$ cat src/sv/idl_pkg.sv
// Package for the indexed insert/delete list: item structs, operation codes
// and the control word that steers the chain of entry cells.
// No dependencies.
`timescale 1ns / 1ps

package idl_pkg;

    localparam int CAPACITY_DEF = 16;

    localparam int FUNC_W  = 2;
    localparam int POS_W   = 6;
    localparam int VALUE_W = 32;
    localparam int COUNT_W = 5;

    localparam logic [FUNC_W-1:0] FN_INSERT = 2'd0;
    localparam logic [FUNC_W-1:0] FN_ERASE  = 2'd1;
    localparam logic [FUNC_W-1:0] FN_DUMP   = 2'd2;

    typedef struct packed {
        logic [FUNC_W-1:0]         func;
        logic [POS_W-1:0]          position;
        logic signed [VALUE_W-1:0] item_value;
    } t_in_item;

    typedef struct packed {
        logic                      ok;
        logic signed [VALUE_W-1:0] entry_value;
        logic [COUNT_W-1:0]        count;
        logic                      last;
    } t_out_item;

    // What every cell of the chain does with its word at a clock edge.
    typedef enum logic [1:0] {
        CM_HOLD,
        CM_INSERT,
        CM_ERASE,
        CM_ROTATE
    } t_cell_mode;

    typedef struct packed {
        t_cell_mode       mode;
        logic [POS_W-1:0] pos;
    } t_cell_ctl;

endpackage

$ cat src/sv/idl_cell.sv
// One entry cell of the list chain: holds a word and takes a neighbor's word,
// the new word or the head word as the broadcast control word directs.
// Depends on idl_pkg.
`timescale 1ns / 1ps

module idl_cell #(
    parameter int IDX = 0
) (
    input  logic                               i_clk,
    input  idl_pkg::t_cell_ctl                 i_ctl,
    input  logic signed [idl_pkg::VALUE_W-1:0] i_left_val,
    input  logic signed [idl_pkg::VALUE_W-1:0] i_right_val,
    input  logic signed [idl_pkg::VALUE_W-1:0] i_head_val,
    input  logic signed [idl_pkg::VALUE_W-1:0] i_ins_val,
    output logic signed [idl_pkg::VALUE_W-1:0] o_value
);

    localparam logic [idl_pkg::POS_W-1:0] MY_IDX = idl_pkg::POS_W'(IDX);

    logic signed [idl_pkg::VALUE_W-1:0] r_value;
    logic signed [idl_pkg::VALUE_W-1:0] n_value;

    always_comb begin
        n_value = r_value;
        case (i_ctl.mode)
            idl_pkg::CM_INSERT: begin
                // Entries at and above the position move up one place.
                if (MY_IDX > i_ctl.pos) begin
                    n_value = i_left_val;
                end else if (MY_IDX == i_ctl.pos) begin
                    n_value = i_ins_val;
                end
            end
            idl_pkg::CM_ERASE: begin
                if (MY_IDX >= i_ctl.pos) begin
                    n_value = i_right_val;
                end
            end
            idl_pkg::CM_ROTATE: begin
                // Rotate the used part of the list down by one; pos is the
                // last used place, which receives the old head.
                if (MY_IDX < i_ctl.pos) begin
                    n_value = i_right_val;
                end else if (MY_IDX == i_ctl.pos) begin
                    n_value = i_head_val;
                end
            end
            default: begin
                n_value = r_value;
            end
        endcase
    end

    always_ff @(posedge i_clk) begin
        r_value <= n_value;
    end

    assign o_value = r_value;

endmodule

$ cat src/sv/indexed_insert_delete_list.sv
// Top level of the indexed insert/delete list: control sequencer, output
// register and the chain of entry cells. Depends on idl_pkg and idl_cell.
`timescale 1ns / 1ps

// Channel   Direction  Signals                              Payload
// --------  ---------  -----------------------------------  -----------------------
// input     in         i_in_valid, o_in_ready, i_in_item    func, position, value
// output    out        o_out_valid, i_out_ready, o_out_item ok, entry, count, last
//
// Insert, erase and the unused selector apply to the whole cell chain in the
// cycle the item is accepted and give one result in the output register the
// cycle after; these items can follow each other every cycle unless the output stalls.
// A dump of N entries gives N results, one per cycle while the output is not
// stalled, by rotating the used cells of the chain past the head; after N steps
// the list is back in order. Its first result is loaded in the cycle after the
// dump is accepted, and the input stays blocked until the last one is loaded.
// Synchronous active-low reset clears the length and the control state only.
// A stalled output holds the register and, during a dump, stops the rotation.

module indexed_insert_delete_list #(
    parameter int CAPACITY = idl_pkg::CAPACITY_DEF
) (
    input  logic               i_clk,
    input  logic               i_rst_n,
    input  logic               i_in_valid,
    output logic               o_in_ready,
    input  idl_pkg::t_in_item  i_in_item,
    output logic               o_out_valid,
    input  logic               i_out_ready,
    output idl_pkg::t_out_item o_out_item
);

    // The length counter must be able to hold CAPACITY itself.
    localparam int UW = $clog2(CAPACITY + 1);
    // Width wide enough to compare a position with the length.
    localparam int CW = (UW > idl_pkg::POS_W) ? UW : idl_pkg::POS_W;

    typedef enum logic {
        S_IDLE,
        S_DUMP
    } t_state;

    t_state             r_state,     n_state;
    logic [UW-1:0]      r_used,      n_used;
    logic [UW-1:0]      r_left,      n_left;
    logic               r_out_valid, n_out_valid;
    idl_pkg::t_out_item r_out,       n_out;

    idl_pkg::t_cell_ctl w_ctl;
    logic signed [idl_pkg::VALUE_W-1:0] w_val [0:CAPACITY-1];

    logic w_slot_free;
    logic w_accept;
    logic [CW-1:0] w_pos_ext;
    logic [CW-1:0] w_used_ext;
    logic w_ins_ok;
    logic w_era_ok;

    assign w_slot_free = !r_out_valid || i_out_ready;
    assign o_in_ready  = (r_state == S_IDLE) && w_slot_free;
    assign w_accept    = i_in_valid && o_in_ready;

    assign w_pos_ext  = CW'(i_in_item.position);
    assign w_used_ext = CW'(r_used);
    assign w_ins_ok   = (w_pos_ext <= w_used_ext) && (r_used < UW'(CAPACITY));
    assign w_era_ok   = w_pos_ext < w_used_ext;

    always_comb begin
        n_state     = r_state;
        n_used      = r_used;
        n_left      = r_left;
        n_out_valid = r_out_valid;
        n_out       = r_out;
        w_ctl.mode  = idl_pkg::CM_HOLD;
        w_ctl.pos   = i_in_item.position;

        if (r_out_valid && i_out_ready) begin
            n_out_valid = 1'b0;
        end

        case (r_state)
            S_IDLE: begin
                if (w_accept) begin
                    n_out_valid       = 1'b1;
                    n_out.ok          = 1'b0;
                    n_out.entry_value = '0;
                    n_out.count       = idl_pkg::COUNT_W'(r_used);
                    n_out.last        = 1'b1;
                    case (i_in_item.func)
                        idl_pkg::FN_INSERT: begin
                            if (w_ins_ok) begin
                                w_ctl.mode  = idl_pkg::CM_INSERT;
                                n_used      = r_used + UW'(1);
                                n_out.ok    = 1'b1;
                                n_out.count = idl_pkg::COUNT_W'(r_used + UW'(1));
                            end
                        end
                        idl_pkg::FN_ERASE: begin
                            if (w_era_ok) begin
                                w_ctl.mode  = idl_pkg::CM_ERASE;
                                n_used      = r_used - UW'(1);
                                n_out.ok    = 1'b1;
                                n_out.count = idl_pkg::COUNT_W'(r_used - UW'(1));
                            end
                        end
                        idl_pkg::FN_DUMP: begin
                            // An empty list answers with one failed result;
                            // otherwise the dump runs in its own state.
                            if (r_used != '0) begin
                                n_out_valid = 1'b0;
                                n_left      = r_used;
                                n_state     = S_DUMP;
                            end
                        end
                        default: begin
                            n_out.ok = 1'b0;
                        end
                    endcase
                end
            end
            S_DUMP: begin
                if (w_slot_free) begin
                    w_ctl.mode        = idl_pkg::CM_ROTATE;
                    w_ctl.pos         = idl_pkg::POS_W'(r_used - UW'(1));
                    n_out_valid       = 1'b1;
                    n_out.ok          = 1'b1;
                    n_out.entry_value = w_val[0];
                    n_out.count       = idl_pkg::COUNT_W'(r_used);
                    n_out.last        = (r_left == UW'(1));
                    n_left            = r_left - UW'(1);
                    if (r_left == UW'(1)) begin
                        n_state = S_IDLE;
                    end
                end
            end
            default: begin
                n_state = S_IDLE;
            end
        endcase
    end

    always_ff @(posedge i_clk) begin
        if (!i_rst_n) begin
            r_state     <= S_IDLE;
            r_used      <= '0;
            r_left      <= '0;
            r_out_valid <= 1'b0;
        end else begin
            r_state     <= n_state;
            r_used      <= n_used;
            r_left      <= n_left;
            r_out_valid <= n_out_valid;
        end
        r_out <= n_out;
    end

    // The chain of entry cells, cell 0 at the head of the list.
    for (genvar g = 0; g < CAPACITY; g++) begin : g_cell
        logic signed [idl_pkg::VALUE_W-1:0] w_left;
        logic signed [idl_pkg::VALUE_W-1:0] w_right;

        if (g == 0) begin : g_head
            assign w_left = '0;
        end else begin : g_mid
            assign w_left = w_val[g-1];
        end

        if (g == CAPACITY - 1) begin : g_tail
            assign w_right = '0;
        end else begin : g_body
            assign w_right = w_val[g+1];
        end

        idl_cell #(
            .IDX (g)
        ) u_cell (
            .i_clk       (i_clk),
            .i_ctl       (w_ctl),
            .i_left_val  (w_left),
            .i_right_val (w_right),
            .i_head_val  (w_val[0]),
            .i_ins_val   (i_in_item.item_value),
            .o_value     (w_val[g])
        );
    end

    assign o_out_valid = r_out_valid;
    assign o_out_item  = r_out;

endmodule

$ cat config.mk
export PLATFORM = sky130hd
export DESIGN_NAME = indexed_insert_delete_list
export DESIGN_NICKNAME = d
export VERILOG_FILES = /design/src/sv/idl_pkg.sv /design/src/sv/idl_cell.sv /design/src/sv/indexed_insert_delete_list.sv
export SDC_FILE = /design/constraint.sdc
export NUM_CORES = 1
export LEC_CHECK = 0
export ABC_AREA = 1
export BUFFER_PORTS_ARGS = -buffer_cell sky130_fd_sc_hd__buf_2
export CAP_MARGIN = 20
export CELL_PAD_IN_SITES_DETAIL_PLACEMENT = 1
export CELL_PAD_IN_SITES_GLOBAL_PLACEMENT = 1
export CORE_ASPECT_RATIO = 0.7
export CORE_MARGIN = 2
export CORE_UTILIZATION = 39
export DETAILED_ROUTE_END_ITERATION = 16
export PLACE_DENSITY = 0.71
export SLEW_MARGIN = 20
export SYNTH_ARGS = -nofsm -noshare
export SYNTH_HDL_FRONTEND = slang
export SYNTH_SLANG_ARGS = --single-unit
$ cat constraint.sdc
create_clock -name i_clk -period 9.9 [get_ports i_clk]
set_clock_uncertainty 0.1 [all_clocks]
set_input_delay 1.485 -clock i_clk [delete_from_list [all_inputs] [get_ports i_clk]]
set_output_delay 1.485 -clock i_clk [all_outputs]
set_load 0.02 [all_outputs]
* After elaboration in Yosys (flattened, before gate mapping)
Index checks and enable logic that the tools add are counted.
** Word-level totals
- Flip-flop bits (word level) :: 563
- Output and inout port bits :: 41
- Word-level logic and storage cells :: 310
** Cells by class
- $lt $le $gt $ge :: 51
- Muxes and demuxes :: 128
- Equality and inequality tests :: 73
- $add $sub $neg :: 4
- Reduce and logical (&&, ||, !) cells :: 29
- Bitwise gates (word level) :: 1
** Operators by type and width (number)
- $mux W32 :: 79
- $pmux W32 S3 :: 16
- $ne A3 B1 Y1 const B :: 31
- $mux W39 :: 2
- $pmux W39 S2 :: 1
- $reduce_and A4 Y1 :: 17
- $eq A4 B6 Y1 const A :: 8
- $ge A4 B6 Y1 const A :: 8
- $gt A4 B6 Y1 const A :: 8
- $lt A4 B6 Y1 const A :: 8
- $ne A2 B1 Y1 const B :: 20
- $mux W5 :: 6
- $eq A3 B6 Y1 const A :: 4
- $ge A3 B6 Y1 const A :: 4
- $gt A3 B6 Y1 const A :: 4
- $lt A3 B6 Y1 const A :: 4
- $pmux W5 S2 :: 2
- $mux W1 :: 13
- $eq A2 B6 Y1 const A :: 2
- $ge A1 B6 Y1 const A :: 2
- $ge A2 B6 Y1 const A :: 2
- $gt A1 B6 Y1 const A :: 2
- $gt A2 B6 Y1 const A :: 2
- $lt A1 B6 Y1 const A :: 2
- 26 further kinds :: 39

* Logic depth before layout (Yosys ltp)
- Depth after elaboration :: 9
- Mapped depth :: 15
- Gate-level depth less buffers :: 14

* Cells and area by module
From an unflattened synthesis, not the netlist that was laid out.
** Second synthesis, totals
- Cells, all modules :: 7134
- Area total of the unflattened synthesis :: 46372.0 µm²
** By module, submodules not included
- idl_cell at g_cell[12].u_cell :: sequential area each 960.9 µm², cells each 524, area an instance 3034.2 µm², instances 1
- idl_cell at g_cell[5].u_cell :: sequential area each 960.9 µm², cells each 482, area an instance 2976.6 µm², instances 1
- idl_cell at g_cell[3].u_cell :: sequential area each 960.9 µm², cells each 479, area an instance 2942.8 µm², instances 1
- idl_cell at g_cell[11].u_cell :: sequential area each 960.9 µm², cells each 462, area an instance 2941.6 µm², instances 1
- idl_cell at g_cell[10].u_cell :: sequential area each 960.9 µm², cells each 480, area an instance 2939.1 µm², instances 1
- idl_cell at g_cell[1].u_cell :: sequential area each 960.9 µm², cells each 490, area an instance 2856.5 µm², instances 1
- idl_cell at g_cell[13].u_cell :: sequential area each 960.9 µm², cells each 442, area an instance 2811.4 µm², instances 1
- idl_cell at g_cell[4].u_cell :: sequential area each 960.9 µm², cells each 432, area an instance 2766.4 µm², instances 1
- indexed_insert_delete_list :: sequential area each 1411.4 µm², cells each 329, area an instance 2745.1 µm², instances 1
- idl_cell at g_cell[7].u_cell :: sequential area each 960.9 µm², cells each 413, area an instance 2731.4 µm², instances 1
- idl_cell at g_cell[2].u_cell :: sequential area each 960.9 µm², cells each 394, area an instance 2665.1 µm², instances 1
- idl_cell at g_cell[15].u_cell :: sequential area each 960.9 µm², cells each 400, area an instance 2602.5 µm², instances 1
- idl_cell at g_cell[8].u_cell :: sequential area each 960.9 µm², cells each 406, area an instance 2560.0 µm², instances 1
- idl_cell at g_cell[9].u_cell :: sequential area each 960.9 µm², cells each 384, area an instance 2539.9 µm², instances 1
- 3 more rows

* Worst setup path after synthesis
No wires, ideal clock.
- Path type :: input to register
- Start point :: input i_out_ready
- End point :: register g_cell[1].u_cell.r_value (netlist bit g_cell[1].u_cell.o_value[0]), enable pin
- Cell stages on the path :: 13
- Data required time :: 9.378 ns
- Library setup time :: 0.422 ns
- Arrival :: 4.573 ns
- Slack :: 4.805 ns
- Cells stage by stage :: inv_2 nand2_2 nand2_4 inv_2 buf_4 nor2_1 inv_2 nand2_2 buf_2 nand2_1 buf_2 nand2_1 nor2_1
** Between the ends
- Longest elaborated chain between the ends :: 8
- Elaborated cells on any way between the ends :: 19
- Classes of those cells :: order compare: 3; eq/ne: 7; mux: 4; reduce/logical: 5
** RTL lines
- start, declared :: line indexed_insert_delete_list.sv:29 : input logic i_out_ready,
- $logic_or A1 B1 Y1 (*) :: line indexed_insert_delete_list.sv:59 : assign w_slot_free = !r_out_valid || i_out_ready;
- parallel branches: the longest is 6 deep, another holds $lt A1 B6 Y1
- $reduce_and A4 Y1 (no line) (*)
- end signal, assigned :: line idl_cell.sv:55 : r_value <= n_value;
- end, declared :: line idl_cell.sv:20 : logic signed [idl_pkg::VALUE_W-1:0] r_value;
Mark *: on every way between the ends.
A chain may end at the register's enable or synchronous reset.

* Final worst setup path
- Start point :: input i_out_ready
- End point :: register g_cell[1].u_cell.r_value (netlist bit g_cell[1].u_cell.o_value[17]), enable pin
Same word-level chain as after synthesis.

==> impl_results.md <==
- Most common cell on crit path: buf_4
- Clk network pwr share: 0.353
- HP Class: reg2reg
- Sequential fraction of design power: 0.427
- CP max stage cell: buf_4
- Register-to-register setup slack: 3.88 ns
- Clock root cell: clkbuf_16
- Row Count: 96
- Layout net count: 5473
- GP Congestion: 0.865
- GRT Total Usage: 0.345
- Cell Area, Synth: 0.0386 mm^2
- Core ar.: 0.0981 mm^2
- GRT Residual Overflow: 0
- WL per Instance: 26.4 um
- Adder-Cell Fraction of Synth Area: 0.00324
- Antenna Violating Nets Remaining: 0
- Die height: 267 um
- Post-route minimum period: 6.57 ns
- DRT Wirelength: 179000 um
- Num CTS Buffers: 61
- Cell variety after synth: 34
- DRT iter0 DRCs: 5213
- Register area share after synthesis: 0.434
- Arr. time, crit path: 6.78 ns
- Pwr dens: 162 mW/mm^2
- Post-Syn Nets: 5678
- I/O Pins: 85
- Normalized max-slew margin: 0.220
- CTS resizes: 0
- Max FO, Critical Path: 65
- Fraction of final layout cells sized beyond drive strength 1: 0.0583
- Clock slew at reported path FFs: 0.06 ns
- Synth Area in XOR/XNOR: 0.00159
- CTS Hold Buffers Added: 0
- Post-layout util: 0.425
- Area grow syn2layout: 7.90%
- Worst vdd ir: 0.000133 V
- Hpwl dp: 106000 um
- Initial Util: 0.394
- Post-Synthesis Cells: 5624
- Crit-path max cell delay: 0.83 ns
- Final setup fails: 0
- Number of synthesized flops with an enable pin: 551
- Antenna violations before repair: 6
- DRC errors left: 0
- Outcome: finished, final reports clean
- Avg Vias per Cell: 5.94
- Mux cell area share after synthesis: 0
- Max-slew violations: 0
- Via total after detailed routing: 40400
- Vias in the first global route: 39400
- PortBufs: 84
- Slew of the pin with the lowest slew margin: 1.17 ns
- Sink Count: 563
- Setup bufs post-CTS: 0
- Drt pass-1 iters: 6
- Syn avg cell area: 6.87 um^2
- Critical Path RT: 10.11 ns
- Crit end category: flip-flop
- Async SR Flop Fraction: 0
- H-tree depth: 2
- Compound-Gate Fraction of Synth Area: 0.0425
- Warnings from Yosys: 0
- Unrepaired setup endpoints after global routing: false
- Max-cap viol count: 0
- Max Clk Rate: 0.152 GHz
- Switch Pwr: 2.29 mW
- Hold Fails Final Rpt: 0
- CP Cell Sequence: buf_2, inv_2, nand2_2, nand2_4, buf_4, nand2_1, nand2_2, buf_4, nand2_1, clkinv_2, buf_4, nand4_1, nand3_1, nand2_1, nor2_4, buf_4
- Largest net degree at the start of global routing: 177
- Simple-gate area share of the yosys netlist: 0.410
- Int Pwr: 4.46 mW
- Period utilisation layout: 0.663
- Largest family of logic cells by synthesized area: simple AND/OR/NAND/NOR gates
- P_leak: 19.5 nW
- Total negative slack: 0 ns
- DIE AREA: 0.102 mm^2
- Clock Path Buffers: 3
- Switch share: 0.339
- Worst skew pair latency: 0.69 ns
- FF+latch count, synth: 563
- CP startpoint kind: input port
- CTS tree: done
- Comb pwr share: 0.219
- Main synth FF type: edfxtp_1
- First-pass GRT wire length: 263000 um
- Kind of critical path: in2reg
- Die width: 380 um
==> worst paths after layout <==
| check | depth (start not counted) | endpoint | start |
|---|---|---|---|
| min reg2reg | 2 | r_left[4]$_SDFFE_PN0P_ | r_left[4]$_SDFFE_PN0P_ |
| max reg2reg | 14 | g_cell[1].u_cell.o_value[17]$_DFFE_PP_ | o_out_valid$_SDFF_PN0_ |
| max | 16 | g_cell[1].u_cell.o_value[17]$_DFFE_PP_ | i_out_ready |
| min | 2 | r_left[4]$_SDFFE_PN0P_ | r_left[4]$_SDFFE_PN0P_ |
==> sequential cells by signal, indices dropped and copies added, names as in the netlist <==
name / count
r_left: 5
o_out_item: 39
g_cell.u_cell.o_value: 512
o_out_valid: 1
r_used: 5
r_state: 1
==> metrics by stage <==
| step | power [mW] | hold WS [ns] | setup slack (ns) | std cells | instance area (um^2) |
|---|---|---|---|---|---|
| floorplan | 3.83 | 0.345 | 4.81 | 5624 | 38600 |
| global placement | 4.32 | 0.358 | 2.86 | 6677 | 39700 |
| detailed placement | 4.36 | 0.382 | 2.76 | 6677 | 39700 |
| CTS | 6.72 | 0.395 | 3.46 | 6789 | 41600 |
| global route | 6.97 | 0.433 | 3.34 | 6791 | 41700 |
| finish | 6.75 | 0.399 | 3.33 | 6792 | 41700 |
==> per-layer routing <==
metal  track usage  part of all wire  up-vias
met2         0.505              0.41     2131
met3        0.0669              0.10      414
li1              -                 -    17800
met4         0.145             0.046       10
met5             0           0.00037        -
met1         0.494              0.44    20000
==> power groups by stage <==
| stage | registers, mW | clock network (mW) | logic (mW) |
|---|---|---|---|
| finish | 2.88 | 2.38 | 1.48 |
| global route | 2.89 | 2.49 | 1.59 |
| CTS | 2.88 | 2.40 | 1.44 |
| detailed placement | 2.93 | 0 | 1.43 |
| global placement | 2.93 | 0 | 1.39 |
| floorplan | 2.93 | 0 | 0.899 |
==> final cells by class <==
| type | count | area (um^2) |
|---|---|---|
| Clock buffer | 74 | 1580 |
| Multi-Input combinational cell | 4028 | 18000 |
| Sequential cell | 563 | 16800 |
| Fill cell | 12500 | 56400 |
| Clock inverter | 38 | 352 |
| Tap cell | 1323 | 1660 |
| Timing Repair Buffer | 156 | 1030 |
| Inverter | 609 | 2300 |
| Antenna cell | 1 | 2.50 |
==> cell families after synthesis <==
kind of cell / Yosys count
DFF: 563
AOI/OAI and AO/OA: 311
buffers and inverters: 1033
adders and majority gates: 10
and+or+nand+nor: 3700
xor gates and xnor gates: 7
==> critical path, delay by kind of cell <==
kind,cells,cell delay (ns)
buf+inv,7,3.01
simple gates,9,2.12
==> cells in the mapped netlist, types with 3 or more instances <==
master | n | area, um^2
ha_1 | 10 | 125
o21ai_0 | 175 | 876
dfxtp_1 | 12 | 240
nand4_1 | 4 | 25.0
buf_2 | 185 | 926
nor2_1 | 304 | 1140
o211ai_1 | 32 | 240
buf_4 | 9 | 67.6
nand3b_1 | 65 | 488
nor2_2 | 4 | 25.0
nand3_1 | 1285 | 6430
xor2_1 | 5 | 43.8
a31oi_1 | 3 | 18.8
nand2_2 | 9 | 56.3
inv_2 | 11 | 41.3
nand2_1 | 2017 | 7570
clkbuf_1 | 175 | 657
o21ai_1 | 32 | 160
inv_1 | 597 | 2240
edfxtp_1 | 551 | 16500
a21oi_1 | 68 | 340
buf_1 | 51 | 191
buf_6 | 4 | 45.0
==> placed cells by master, fill, tap and decap left out, types with 2 or more instances in the layout <==
cell type,count
a21oi_1,68
a31oi_1,3
and3_1,2
buf_12,4
buf_2,84
buf_4,66
bufinv_16,6
clkbuf_1,13
clkbuf_16,61
clkinv_1,17
clkinv_2,13
clkinv_8,2
clkinvlp_4,2
dfxtp_1,11
edfxtp_1,551
ha_1,10
inv_1,593
inv_2,11
inv_6,2
nand2_1,1990
nand2_2,22
nand2_4,14
nand2_8,2
nand3_1,1282
nand3_2,2
nand3_4,3
nand3b_1,65
nand4_1,4
nor2_1,293
nor2_4,16
o211ai_1,32
o21ai_0,175
o21ai_1,31
o21ai_4,2
xnor2_1,2
xor2_1,5
(Power assumes the default switching activity.)
